File: src/hw/rtl/mwm_pkg.sv
// Shared types and constants for the mecanum wheel mixer.
package mwm_pkg;

   localparam int AXIS_W      = 8;
   localparam int SUM_W       = 10;
   localparam int MAG_W       = 9;
   localparam int SPEED_W     = 8;
   localparam int PROD_W      = MAG_W + SPEED_W;
   localparam int QUO_W       = 8;
   localparam int WHEEL_W     = 9;
   localparam int NUM_WHEELS  = 4;
   localparam int NUM_AXES    = 3;
   localparam int QUEUE_DEPTH = 4;

   localparam logic [MAG_W-1:0]   MIN_DIVISOR     = 9'd127;
   localparam logic [AXIS_W-1:0]  DEADBAND_RESET  = 8'd20;
   localparam logic [SPEED_W-1:0] MAX_SPEED_RESET = 8'd255;

   // wheel order in the entry and on the result ports
   localparam int WHEEL_LF = 0;
   localparam int WHEEL_LB = 1;
   localparam int WHEEL_RF = 2;
   localparam int WHEEL_RB = 3;

   // register indexes of the configuration port
   localparam logic CSR_DEADBAND  = 1'b0;
   localparam logic CSR_MAX_SPEED = 1'b1;

   // one classified sample: wheel sum magnitudes, their signs, common divisor
   typedef struct packed {
      logic [NUM_WHEELS-1:0][MAG_W-1:0] mag;
      logic [NUM_WHEELS-1:0]            neg;
      logic [MAG_W-1:0]                 divisor;
   } mwm_entry_type;

endpackage

File: src/hw/rtl/mecanum_wheel_mixer.sv
// Top level of the mecanum wheel mixer: config registers, front end, queue, divide pipeline.

// Takes one stick sample beat per clock while req_stall is low and returns one
// beat of four signed wheel speeds per sample, in order. A sample is written into
// the queue; the speed multiply is formed from the queue head into stage 0 of the
// divide pipeline, and the restoring divide then resolves one quotient bit in each
// later stage and the last one in the result register, for all four wheels at once.
// A stalled result holds the whole divide pipeline; the queue then takes up to
// QUEUE_DEPTH more samples before req_stall rises. Register writes are always
// ready and must only be issued while no sample is in flight.
module mecanum_wheel_mixer #(
   parameter int QUEUE_DEPTH = mwm_pkg::QUEUE_DEPTH
) (
   input  logic              clock,
   input  logic              reset,

   input  logic              req_valid,
   output logic              req_stall,
   input  logic [7:0]        req_strafe_raw,
   input  logic [7:0]        req_drive_raw,
   input  logic [7:0]        req_turn_raw,

   output logic              rsp_valid,
   input  logic              rsp_stall,
   output logic signed [8:0] rsp_left_front,
   output logic signed [8:0] rsp_left_back,
   output logic signed [8:0] rsp_right_front,
   output logic signed [8:0] rsp_right_back,

   input  logic              csr_valid,
   output logic              csr_ready,
   input  logic              csr_index,
   input  logic [7:0]        csr_data
);
   import mwm_pkg::*;

   logic [AXIS_W-1:0]  deadband_ff, deadband_in;
   logic [SPEED_W-1:0] max_speed_ff, max_speed_in;

   mwm_entry_type front_entry;
   mwm_entry_type head_entry;
   logic          queue_full;
   logic          queue_not_empty;
   logic          queue_pop;
   logic          req_beat;

   assign csr_ready = 1'b1;

   always_comb begin
      deadband_in  = deadband_ff;
      max_speed_in = max_speed_ff;
      if (csr_valid && csr_ready) begin
         case (csr_index)
            CSR_DEADBAND:  deadband_in  = csr_data;
            CSR_MAX_SPEED: max_speed_in = csr_data;
            default: ;
         endcase
      end
   end

   always_ff @(posedge clock) begin
      if (reset) begin
         deadband_ff  <= DEADBAND_RESET;
         max_speed_ff <= MAX_SPEED_RESET;
      end else begin
         deadband_ff  <= deadband_in;
         max_speed_ff <= max_speed_in;
      end
   end

   assign req_stall = queue_full;
   assign req_beat  = req_valid && !req_stall;

   mwm_front u_front (
      .strafe_raw (req_strafe_raw),
      .drive_raw  (req_drive_raw),
      .turn_raw   (req_turn_raw),
      .deadband   (deadband_ff),
      .entry      (front_entry)
   );

   mwm_queue #(
      .DEPTH (QUEUE_DEPTH)
   ) u_queue (
      .clock      (clock),
      .reset      (reset),
      .push       (req_beat),
      .push_entry (front_entry),
      .pop        (queue_pop),
      .not_empty  (queue_not_empty),
      .head_entry (head_entry),
      .full       (queue_full)
   );

   mwm_back u_back (
      .clock           (clock),
      .reset           (reset),
      .in_valid        (queue_not_empty),
      .in_entry        (head_entry),
      .max_speed       (max_speed_ff),
      .pop             (queue_pop),
      .rsp_stall       (rsp_stall),
      .rsp_valid       (rsp_valid),
      .rsp_left_front  (rsp_left_front),
      .rsp_left_back   (rsp_left_back),
      .rsp_right_front (rsp_right_front),
      .rsp_right_back  (rsp_right_back)
   );

endmodule

File: src/hw/rtl/mwm_front.sv
// Front end: centers stick bytes, applies the deadband, forms wheel sums and divisor.
module mwm_front (
   input  logic [7:0]             strafe_raw,
   input  logic [7:0]             drive_raw,
   input  logic [7:0]             turn_raw,
   input  logic [7:0]             deadband,
   output mwm_pkg::mwm_entry_type entry
);
   import mwm_pkg::*;

   logic [AXIS_W-1:0]        raw [NUM_AXES];
   logic signed [AXIS_W-1:0] cen [NUM_AXES];
   logic [AXIS_W-1:0]        mag [NUM_AXES];
   logic signed [SUM_W-1:0]  ax  [NUM_AXES];
   logic signed [SUM_W-1:0]  sum [NUM_WHEELS];
   logic [MAG_W-1:0]         dmax;

   assign raw[0] = strafe_raw;
   assign raw[1] = drive_raw;
   assign raw[2] = turn_raw;

   always_comb begin
      for (int i = 0; i < NUM_AXES; i++) begin
         // raw - 128 is the byte with its top bit flipped
         cen[i] = {~raw[i][AXIS_W-1], raw[i][AXIS_W-2:0]};
         mag[i] = cen[i][AXIS_W-1] ? AXIS_W'(-cen[i]) : AXIS_W'(cen[i]);
         ax[i]  = (mag[i] < deadband) ? '0 : SUM_W'(cen[i]);
      end

      sum[WHEEL_LF] =  ax[0] + ax[1] + ax[2];
      sum[WHEEL_LB] = -ax[0] + ax[1] + ax[2];
      sum[WHEEL_RF] = -ax[0] + ax[1] - ax[2];
      sum[WHEEL_RB] =  ax[0] + ax[1] - ax[2];

      dmax = MIN_DIVISOR;
      for (int w = 0; w < NUM_WHEELS; w++) begin
         entry.neg[w] = sum[w][SUM_W-1];
         entry.mag[w] = sum[w][SUM_W-1] ? MAG_W'(-sum[w]) : MAG_W'(sum[w]);
         if (entry.mag[w] > dmax) begin
            dmax = entry.mag[w];
         end
      end
      entry.divisor = dmax;
   end

endmodule

File: src/hw/rtl/mwm_queue.sv
// Small FIFO between the front end and the divide pipeline.
module mwm_queue #(
   parameter int DEPTH = mwm_pkg::QUEUE_DEPTH
) (
   input  logic                   clock,
   input  logic                   reset,
   input  logic                   push,
   input  mwm_pkg::mwm_entry_type push_entry,
   input  logic                   pop,
   output logic                   not_empty,
   output mwm_pkg::mwm_entry_type head_entry,
   output logic                   full
);
   import mwm_pkg::*;

   localparam int PTR_W = (DEPTH > 1) ? $clog2(DEPTH) : 1;
   localparam int CNT_W = $clog2(DEPTH + 1);
   localparam logic [PTR_W-1:0] LAST_PTR = PTR_W'(DEPTH - 1);
   localparam logic [CNT_W-1:0] FULL_CNT = CNT_W'(DEPTH);

   mwm_entry_type    slot_ff [DEPTH];
   logic [PTR_W-1:0] wr_ptr_ff, wr_ptr_in;
   logic [PTR_W-1:0] rd_ptr_ff, rd_ptr_in;
   logic [CNT_W-1:0] count_ff, count_in;

   assign not_empty  = (count_ff != '0);
   assign full       = (count_ff == FULL_CNT);
   assign head_entry = slot_ff[rd_ptr_ff];

   always_comb begin
      wr_ptr_in = wr_ptr_ff;
      rd_ptr_in = rd_ptr_ff;
      count_in  = count_ff;
      if (push) begin
         wr_ptr_in = (wr_ptr_ff == LAST_PTR) ? '0 : wr_ptr_ff + 1'b1;
      end
      if (pop) begin
         rd_ptr_in = (rd_ptr_ff == LAST_PTR) ? '0 : rd_ptr_ff + 1'b1;
      end
      if (push && !pop) begin
         count_in = count_ff + 1'b1;
      end else if (pop && !push) begin
         count_in = count_ff - 1'b1;
      end
   end

   always_ff @(posedge clock) begin
      if (reset) begin
         wr_ptr_ff <= '0;
         rd_ptr_ff <= '0;
         count_ff  <= '0;
      end else begin
         wr_ptr_ff <= wr_ptr_in;
         rd_ptr_ff <= rd_ptr_in;
         count_ff  <= count_in;
      end
   end

   always_ff @(posedge clock) begin
      if (push) begin
         slot_ff[wr_ptr_ff] <= push_entry;
      end
   end

endmodule

File: src/hw/rtl/mwm_back.sv
// Back end: scales each wheel sum by max speed and divides, one quotient bit per stage.
module mwm_back (
   input  logic                          clock,
   input  logic                          reset,
   input  logic                          in_valid,
   input  mwm_pkg::mwm_entry_type        in_entry,
   input  logic [7:0]                    max_speed,
   output logic                          pop,
   input  logic                          rsp_stall,
   output logic                          rsp_valid,
   output logic signed [8:0]             rsp_left_front,
   output logic signed [8:0]             rsp_left_back,
   output logic signed [8:0]             rsp_right_front,
   output logic signed [8:0]             rsp_right_back
);
   import mwm_pkg::*;

   // stage 0 holds the product, stage s holds quotient bits above bit QUO_W-1-s
   localparam int STAGES = QUO_W;

   logic                   valid_ff [STAGES], valid_in [STAGES];
   logic [MAG_W-1:0]       div_ff   [STAGES], div_in   [STAGES];
   logic [NUM_WHEELS-1:0]  neg_ff   [STAGES], neg_in   [STAGES];
   logic [PROD_W-1:0]      rem_ff   [STAGES][NUM_WHEELS];
   logic [PROD_W-1:0]      rem_in   [STAGES][NUM_WHEELS];
   logic [QUO_W-1:0]       quo_ff   [STAGES][NUM_WHEELS];
   logic [QUO_W-1:0]       quo_in   [STAGES][NUM_WHEELS];

   logic                   rsp_valid_ff, rsp_valid_in;
   logic signed [WHEEL_W-1:0] wheel_ff [NUM_WHEELS], wheel_in [NUM_WHEELS];

   logic [PROD_W-1:0]      trial    [STAGES][NUM_WHEELS];
   logic [QUO_W-1:0]       last_quo [NUM_WHEELS];
   logic                   advance;

   // the whole pipe moves together unless the result register is held
   assign advance = !rsp_valid_ff || !rsp_stall;
   assign pop     = advance && in_valid;

   always_comb begin
      valid_in[0] = in_valid;
      div_in[0]   = in_entry.divisor;
      neg_in[0]   = in_entry.neg;
      for (int w = 0; w < NUM_WHEELS; w++) begin
         rem_in[0][w] = PROD_W'(in_entry.mag[w]) * PROD_W'(max_speed);
         quo_in[0][w] = '0;
      end

      for (int s = 1; s < STAGES; s++) begin
         valid_in[s] = valid_ff[s-1];
         div_in[s]   = div_ff[s-1];
         neg_in[s]   = neg_ff[s-1];
         for (int w = 0; w < NUM_WHEELS; w++) begin
            trial[s][w]  = PROD_W'(div_ff[s-1]) << (QUO_W - s);
            rem_in[s][w] = rem_ff[s-1][w];
            quo_in[s][w] = quo_ff[s-1][w];
            if (rem_ff[s-1][w] >= trial[s][w]) begin
               rem_in[s][w]            = rem_ff[s-1][w] - trial[s][w];
               quo_in[s][w][QUO_W - s] = 1'b1;
            end
         end
      end
      for (int w = 0; w < NUM_WHEELS; w++) begin
         trial[0][w] = '0;
      end

      // final bit, then sign; magnitude is truncated so this rounds toward zero
      rsp_valid_in = valid_ff[STAGES-1];
      for (int w = 0; w < NUM_WHEELS; w++) begin
         last_quo[w] = quo_ff[STAGES-1][w];
         if (rem_ff[STAGES-1][w] >= PROD_W'(div_ff[STAGES-1])) begin
            last_quo[w][0] = 1'b1;
         end
         wheel_in[w] = neg_ff[STAGES-1][w] ? -WHEEL_W'(last_quo[w])
                                           :  WHEEL_W'(last_quo[w]);
      end
   end

   always_ff @(posedge clock) begin
      if (reset) begin
         for (int s = 0; s < STAGES; s++) begin
            valid_ff[s] <= 1'b0;
         end
         rsp_valid_ff <= 1'b0;
      end else if (advance) begin
         for (int s = 0; s < STAGES; s++) begin
            valid_ff[s] <= valid_in[s];
         end
         rsp_valid_ff <= rsp_valid_in;
      end
   end

   always_ff @(posedge clock) begin
      if (advance) begin
         for (int s = 0; s < STAGES; s++) begin
            div_ff[s] <= div_in[s];
            neg_ff[s] <= neg_in[s];
            for (int w = 0; w < NUM_WHEELS; w++) begin
               rem_ff[s][w] <= rem_in[s][w];
               quo_ff[s][w] <= quo_in[s][w];
            end
         end
         for (int w = 0; w < NUM_WHEELS; w++) begin
            wheel_ff[w] <= wheel_in[w];
         end
      end
   end

   assign rsp_valid       = rsp_valid_ff;
   assign rsp_left_front  = wheel_ff[WHEEL_LF];
   assign rsp_left_back   = wheel_ff[WHEEL_LB];
   assign rsp_right_front = wheel_ff[WHEEL_RF];
   assign rsp_right_back  = wheel_ff[WHEEL_RB];

endmodule

File: config.mk
export PLATFORM = sky130hd
export DESIGN_NAME = mecanum_wheel_mixer
export DESIGN_NICKNAME = d
export VERILOG_FILES = /design/src/hw/rtl/mwm_pkg.sv /design/src/hw/rtl/mecanum_wheel_mixer.sv /design/src/hw/rtl/mwm_front.sv /design/src/hw/rtl/mwm_queue.sv /design/src/hw/rtl/mwm_back.sv
export SDC_FILE = /design/constraint.sdc
export NUM_CORES = 2
export LEC_CHECK = 0
export ABC_AREA = 1
export BUFFER_PORTS_ARGS = -buffer_cell sky130_fd_sc_hd__buf_2
export CAP_MARGIN = 20
export CORE_UTILIZATION = 55
export DETAILED_ROUTE_END_ITERATION = 7
export GPL_ROUTABILITY_DRIVEN = 1
export GPL_TIMING_DRIVEN = 0
export PLACE_DENSITY = 0.79
export REMOVE_ABC_BUFFERS = 1
export SETUP_SLACK_MARGIN = 0.15
export SLEW_MARGIN = 25
export SYNTH_ARGS = -nofsm -noshare
export SYNTH_HDL_FRONTEND = slang
export SYNTH_HIERARCHICAL = 1
export SYNTH_SLANG_ARGS = --single-unit
File: constraint.sdc
create_clock -name clock -period 56 [get_ports clock]
set_input_delay 11.2 -clock clock [delete_from_list [all_inputs] [get_ports clock]]
set_output_delay 11.2 -clock clock [all_outputs]
set_load 0.01 [all_outputs]
# Word-level counts from Yosys, hierarchy flattened
# Memories as Yosys holds them, arrays and structs flattened. A register that Yosys moved wholly into a read port is not among the register bits.
# Index checks and enable logic that the tools add are counted.
[totals] regBits=23 mem_bits_rw=1144 inputBits=38 out_inout_bits=39 wordCells=234 memories=7
[memory_table] memory="u_back.rem_ff" words=8 width=68 read_ports=8 rd_ports_with_merged_regs=0 wr=8 line_no="mwm_back.sv:24" text="logic [PROD_W-1:0] rem_ff [STAGES][NUM_WHEELS];"
[memory_table] memory="u_back.quo_ff" words=8 width=32 read_ports=8 rd_ports_with_merged_regs=0 wr=8 line_no="mwm_back.sv:26" text="logic [QUO_W-1:0] quo_ff [STAGES][NUM_WHEELS];"
[memory_table] memory="u_queue.slot_ff" words=4 width=49 read_ports=1 rd_ports_with_merged_regs=1 wr=1 line_no="mwm_queue.sv:21" text="mwm_entry_type slot_ff [DEPTH];"
[memory_table] memory="u_back.div_ff" words=8 width=9 read_ports=8 rd_ports_with_merged_regs=0 wr=8 line_no="mwm_back.sv:22" text="logic [MAG_W-1:0] div_ff [STAGES], div_in [STAGES];"
[memory_table] memory="u_back.wheel_ff" words=4 width=9 read_ports=4 rd_ports_with_merged_regs=0 wr=4 line_no="mwm_back.sv:30" text="logic signed [WHEEL_W-1:0] wheel_ff [NUM_WHEELS], wheel_in [NUM_WHEELS];"
[memory_table] memory="u_back.neg_ff" words=8 width=4 read_ports=8 rd_ports_with_merged_regs=0 wr=8 line_no="mwm_back.sv:23" text="logic [NUM_WHEELS-1:0] neg_ff [STAGES], neg_in [STAGES];"
[memory_table] memory="1 more memories"
[op_classes] addsub=50 n_mul=4 order_cmp=39 eq_ne=3 n_mux=100 n_bitwise=12 n_reduce_logical=14
[ops] cell="17-bit two-way mux" count=28
[ops] cell="9-bit two-way mux" count=12
[ops] cell="17-bit by 10-bit greater-or-equal comparator with 1-bit output" count=4
[ops] cell="17-bit by 11-bit greater-or-equal comparator with 1-bit output" count=4
[ops] cell="17-bit by 12-bit greater-or-equal comparator with 1-bit output" count=4
[ops] cell="17-bit by 13-bit greater-or-equal comparator with 1-bit output" count=4
[ops] cell="17-bit by 14-bit greater-or-equal comparator with 1-bit output" count=4
[ops] cell="17-bit by 15-bit greater-or-equal comparator with 1-bit output" count=4
[ops] cell="17-bit by 16-bit greater-or-equal comparator with 1-bit output" count=4
[ops] cell="17-bit by 9-bit greater-or-equal comparator with 1-bit output" count=4
[ops] cell="9-bit by 8-bit multiplier with 17-bit output" count=4
[ops] cell="17-bit by 10-bit subtractor with 17-bit output" count=4
[ops] cell="17-bit by 11-bit subtractor with 17-bit output" count=4
[ops] cell="17-bit by 12-bit subtractor with 17-bit output" count=4
[ops] cell="17-bit by 13-bit subtractor with 17-bit output" count=4
[ops] cell="17-bit by 14-bit subtractor with 17-bit output" count=4
[ops] cell="17-bit by 15-bit subtractor with 17-bit output" count=4
[ops] cell="17-bit by 16-bit subtractor with 17-bit output" count=4
[ops] cell="1-bit two-way mux" count=48
[ops] cell="10-bit adder" count=4
[ops] cell="8-bit negator with 9-bit output" count=4
[ops] cell="9-bit negator" count=4
[ops] cell="10-bit two-way mux" count=3
[ops] cell="9-bit > comparator" count=3
[ops] cell="other kinds (21)" count=52

# Longest topological paths before layout
[logic_depth] word_depth=17 mapped_depth=78 ltp_nobuf=75

# Modules after synthesis
# The synthesis kept the hierarchy.
[modules_own_cells] mod="mwm_back" n_inst=1 cells_each=6019 area_per_inst_um2=54930.2 seq_area_each_um2=24163.2
[modules_own_cells] mod="mwm_queue" n_inst=1 cells_each=534 area_per_inst_um2=7719.9 seq_area_each_um2=6065.8
[modules_own_cells] mod="mwm_front" n_inst=1 cells_each=954 area_per_inst_um2=5567.8 seq_area_each_um2=0.0
[modules_own_cells] mod="mecanum_wheel_mixer" n_inst=1 cells_each=89 area_per_inst_um2=639.4 seq_area_each_um2=320.3

# Worst setup path after synthesis
# OpenSTA, ideal clock, no wires.
[synth_timing] path_type="input-to-reg" startpoint="input rsp_stall" endpoint="memory u_back.valid_ff[0] (data pin)" setup_time_ns=0.253 arrival_time_ns=30.631 t_required_ns=55.747 slack_ns=25.116 stages=3 path_buffers=0 path_cell_list="nand2_1 nand2_1 nor2_1"
[synth_rtl] element="start: declaration" line_no="mecanum_wheel_mixer.sv:24" text="input logic rsp_stall,"
[synth_rtl] element="end: declaration" line_no="mwm_back.sv:21" text="logic valid_ff [STAGES], valid_in [STAGES];"

==> impl_metrics.env <==
export IMPL_worst_pin_slew_ns=0.983
export IMPL_synth_area_top_cells="edfxtp_1, ha_1, nand2_1"
export IMPL_numCtsBuffers=107
export IMPL_drv_slew=0
export IMPL_nNetsFinal=8440
export IMPL_route_detailed_drc=2
export IMPL_coreArea_um2=124000
export IMPL_ant_nets=0
export IMPL_synthCells=7596
export IMPL_post_route_min_period_ns=21.67
export IMPL_die_width_um=356
export IMPL_clkLatencyLatePin_ns=0.72
export IMPL_path_buf_inv=14
export IMPL_synth_edf_count=1000
export IMPL_globalRouteOverflowTotal=0
export IMPL_portBuffers=75
export IMPL_synthArstFlopShare=0
export IMPL_cts_root_buf="clkbuf_16"
export IMPL_drive_above_1_share=0.0593
export IMPL_cp_common_cell="nand2_1"
export IMPL_fillers=10200
export IMPL_clock_path_buffers=3
export IMPL_synth_seq_cells=1026
export IMPL_tns_ns=0
export IMPL_avgSynthCellArea_um2=9.06
export IMPL_routedWlPerCell_um=16.3
export IMPL_hold_viol=0
export IMPL_yosys_area_top_type="edfxtp_1"
export IMPL_viasPerCell=5.38
export IMPL_yosys_warnings=6
export IMPL_cp_start_kind="input pin"
export IMPL_synth_ff_type="edfxtp_1"
export IMPL_antenna_found_initial=0
export IMPL_cts_tree="built"
export IMPL_areaGrowthSynthToFinish_pct=8.27
export IMPL_synth_area_um2=68900
export IMPL_min_path_type="register to register"
export IMPL_relSlewSlack=0.345
export IMPL_drt_iter0_drc=3356
export IMPL_clock_sinks=1026
export IMPL_cp_data_required_time_ns=56.48
export IMPL_grt_pass1_vias=50600
export IMPL_hpwlAfterDp_um=118000
export IMPL_critical_path_arrival_ns=22.15
export IMPL_r2r_slack_ns=45.03
export IMPL_yosysSeqAreaShare=0.444
export IMPL_dieArea_um2=127000
export IMPL_setup_viol=0
export IMPL_path_delay_family="compound AO/OA/AOI/OAI gates"
export IMPL_htree_levels=3
export IMPL_dr_pass1_iters=8
export IMPL_start_util=0.555
export IMPL_crit_type="input pin to register"
export IMPL_rows=129
export IMPL_multi_input_area_um2=32600
export IMPL_ys_types=65
export IMPL_die_y_um=356
export IMPL_period_share=0.387
export IMPL_track_usage=0.241
export IMPL_critPathCaptureType="register"
export IMPL_routabilityCongestion=0.944
export IMPL_clk_pin_slew_ns=0.06
export IMPL_grt_start_max_net_pins=99
export IMPL_n_antenna_cell=0
export IMPL_violations="DRC"
export IMPL_post_cts_buffers=0
export IMPL_finalClockSkew_ns=0.0515
export IMPL_status="finished, violations left"
export IMPL_maxCapViolCount=0
export IMPL_rsz0062_at_grt="false"
export IMPL_critPathMaxStageDelay_ns=0.47
export IMPL_num_io_pins=77
export IMPL_yosysTopAreaCellShare=0.436
export IMPL_path_max_fanout=17
export IMPL_timing_fmax_ghz=0.0461
export IMPL_num_vias=50400
export IMPL_wirelength_um=152000
export IMPL_grt_pass1_wl_um=247000
export IMPL_cts_resized=0
export IMPL_postCtsHoldBufs=0
export IMPL_critPathSlowestCell="fa_1"
export IMPL_final_seq_area_um2=30600
==> sequential cells by signal, indices dropped and copies added (netlist names), named ones only <==
name,cells
u_back/neg_ff,32
u_back/valid_ff,8
u_queue/count_ff,3
u_back/wheel_ff,36
u_back/rem_ff,544
u_back/div_ff,72
max_speed_ff,8
u_queue/wr_ptr_ff,2
u_back/quo_ff,112
u_queue/slot_ff,196
deadband_ff,8
u_queue/rd_ptr_ff,2
u_back/rsp_valid,1
==> cells in the final DEF (no fill, tap or decap), types with 36 or more instances in the layout <==
cell	Yosys	layout
fa_1	203	203
nand2_1	1701	1700
nand3b_1	45	45
a21oi_1	350	350
o22ai_1	50	50
o21ai_0	369	368
a21o_1	46	46
nor2_1	579	576
inv_1	1254	1250
xnor2_1	109	109
edfxtp_1	1000	1000
o21ai_1	70	71
nand4_1	95	95
nand3_1	324	324
o21bai_1	36	36
clkbuf_16	0	108
buf_2	33	75
xor2_1	204	204
ha_1	551	551
nor3_1	107	106
==> metrics by stage <==
step                setup WS [ns]  instances  hold slack [ns]   util  cell area [µm²]
finish                      34.33       9372            0.387  0.601            74600
global route                33.29       9372            0.388  0.601            74600
floorplan                   25.12       7435            0.400      -            67900
CTS                         34.46       9372            0.386  0.601            74600
detailed placement          33.74       9176            0.405  0.573            71100
global placement            18.73       9147            0.402  0.567            70300
==> final cells by class <==
| class | count | area share |
|---|---|---|
| clock buffers | 125 | 0.0371 |
| multi-input cells | 5127 | 0.437 |
| repair buffers | 104 | 0.0143 |
| well taps | 1637 | 0.0275 |
| flip-flops and latches | 1026 | 0.410 |
| inverters | 1282 | 0.0648 |
| clock inverters | 71 | 0.00970 |
==> cells by family (layout without fill, tap and decap cells) <==
kind of cell / after synthesis / after routing / synth area share
other: 1 / 1 / 0.0000545
XOR/XNOR: 314 / 314 / 0.0400
AO/OA/AOI/OAI: 1048 / 1048 / 0.0870
adder cells (fa/ha/maj): 754 / 754 / 0.159
AND/OR/NAND/NOR: 3010 / 3010 / 0.186
buffers and inverters: 1443 / 1582 / 0.0839
flip-flops: 1026 / 1026 / 0.444
==> path summary, 6_finish.rpt <==
kind	endpoint	depth (start not counted)	start
max	u_queue/slot_ff[3][0]	72	req_strafe_raw[0]
min reg2reg	u_back/quo_ff[1][13]	0	u_back/quo_ff[0][109]
min	u_back/quo_ff[1][13]	0	u_back/quo_ff[0][109]
max reg2reg	u_queue/slot_ff[3][0]	68	deadband_ff[1]
==> Yosys cell counts, types with 107 or more instances <==
cell      instances
a21oi_1         350
edfxtp_1       1000
fa_1            203
ha_1            551
inv_1          1254
nand2_1        1701
nand3_1         324
nor2_1          579
nor3_1          107
o21ai_0         369
xnor2_1         109
xor2_1          204
==> routing by layer <==
| layer | part of all wire | GRT usage | vias to the layer above |
|---|---|---|---|
| met5 | 0 | 0 | - |
| met4 | 0.060 | 0.142 | 0 |
| met3 | 0.039 | 0.0240 | 435 |
| met2 | 0.51 | 0.447 | 1327 |
| met1 | 0.39 | 0.267 | 23400 |
| li1 | - | - | 25200 |
Power is left out: the tool's default activity adds up to more than one toggle a clock period on the data nets, which glitch-free logic cannot reach.
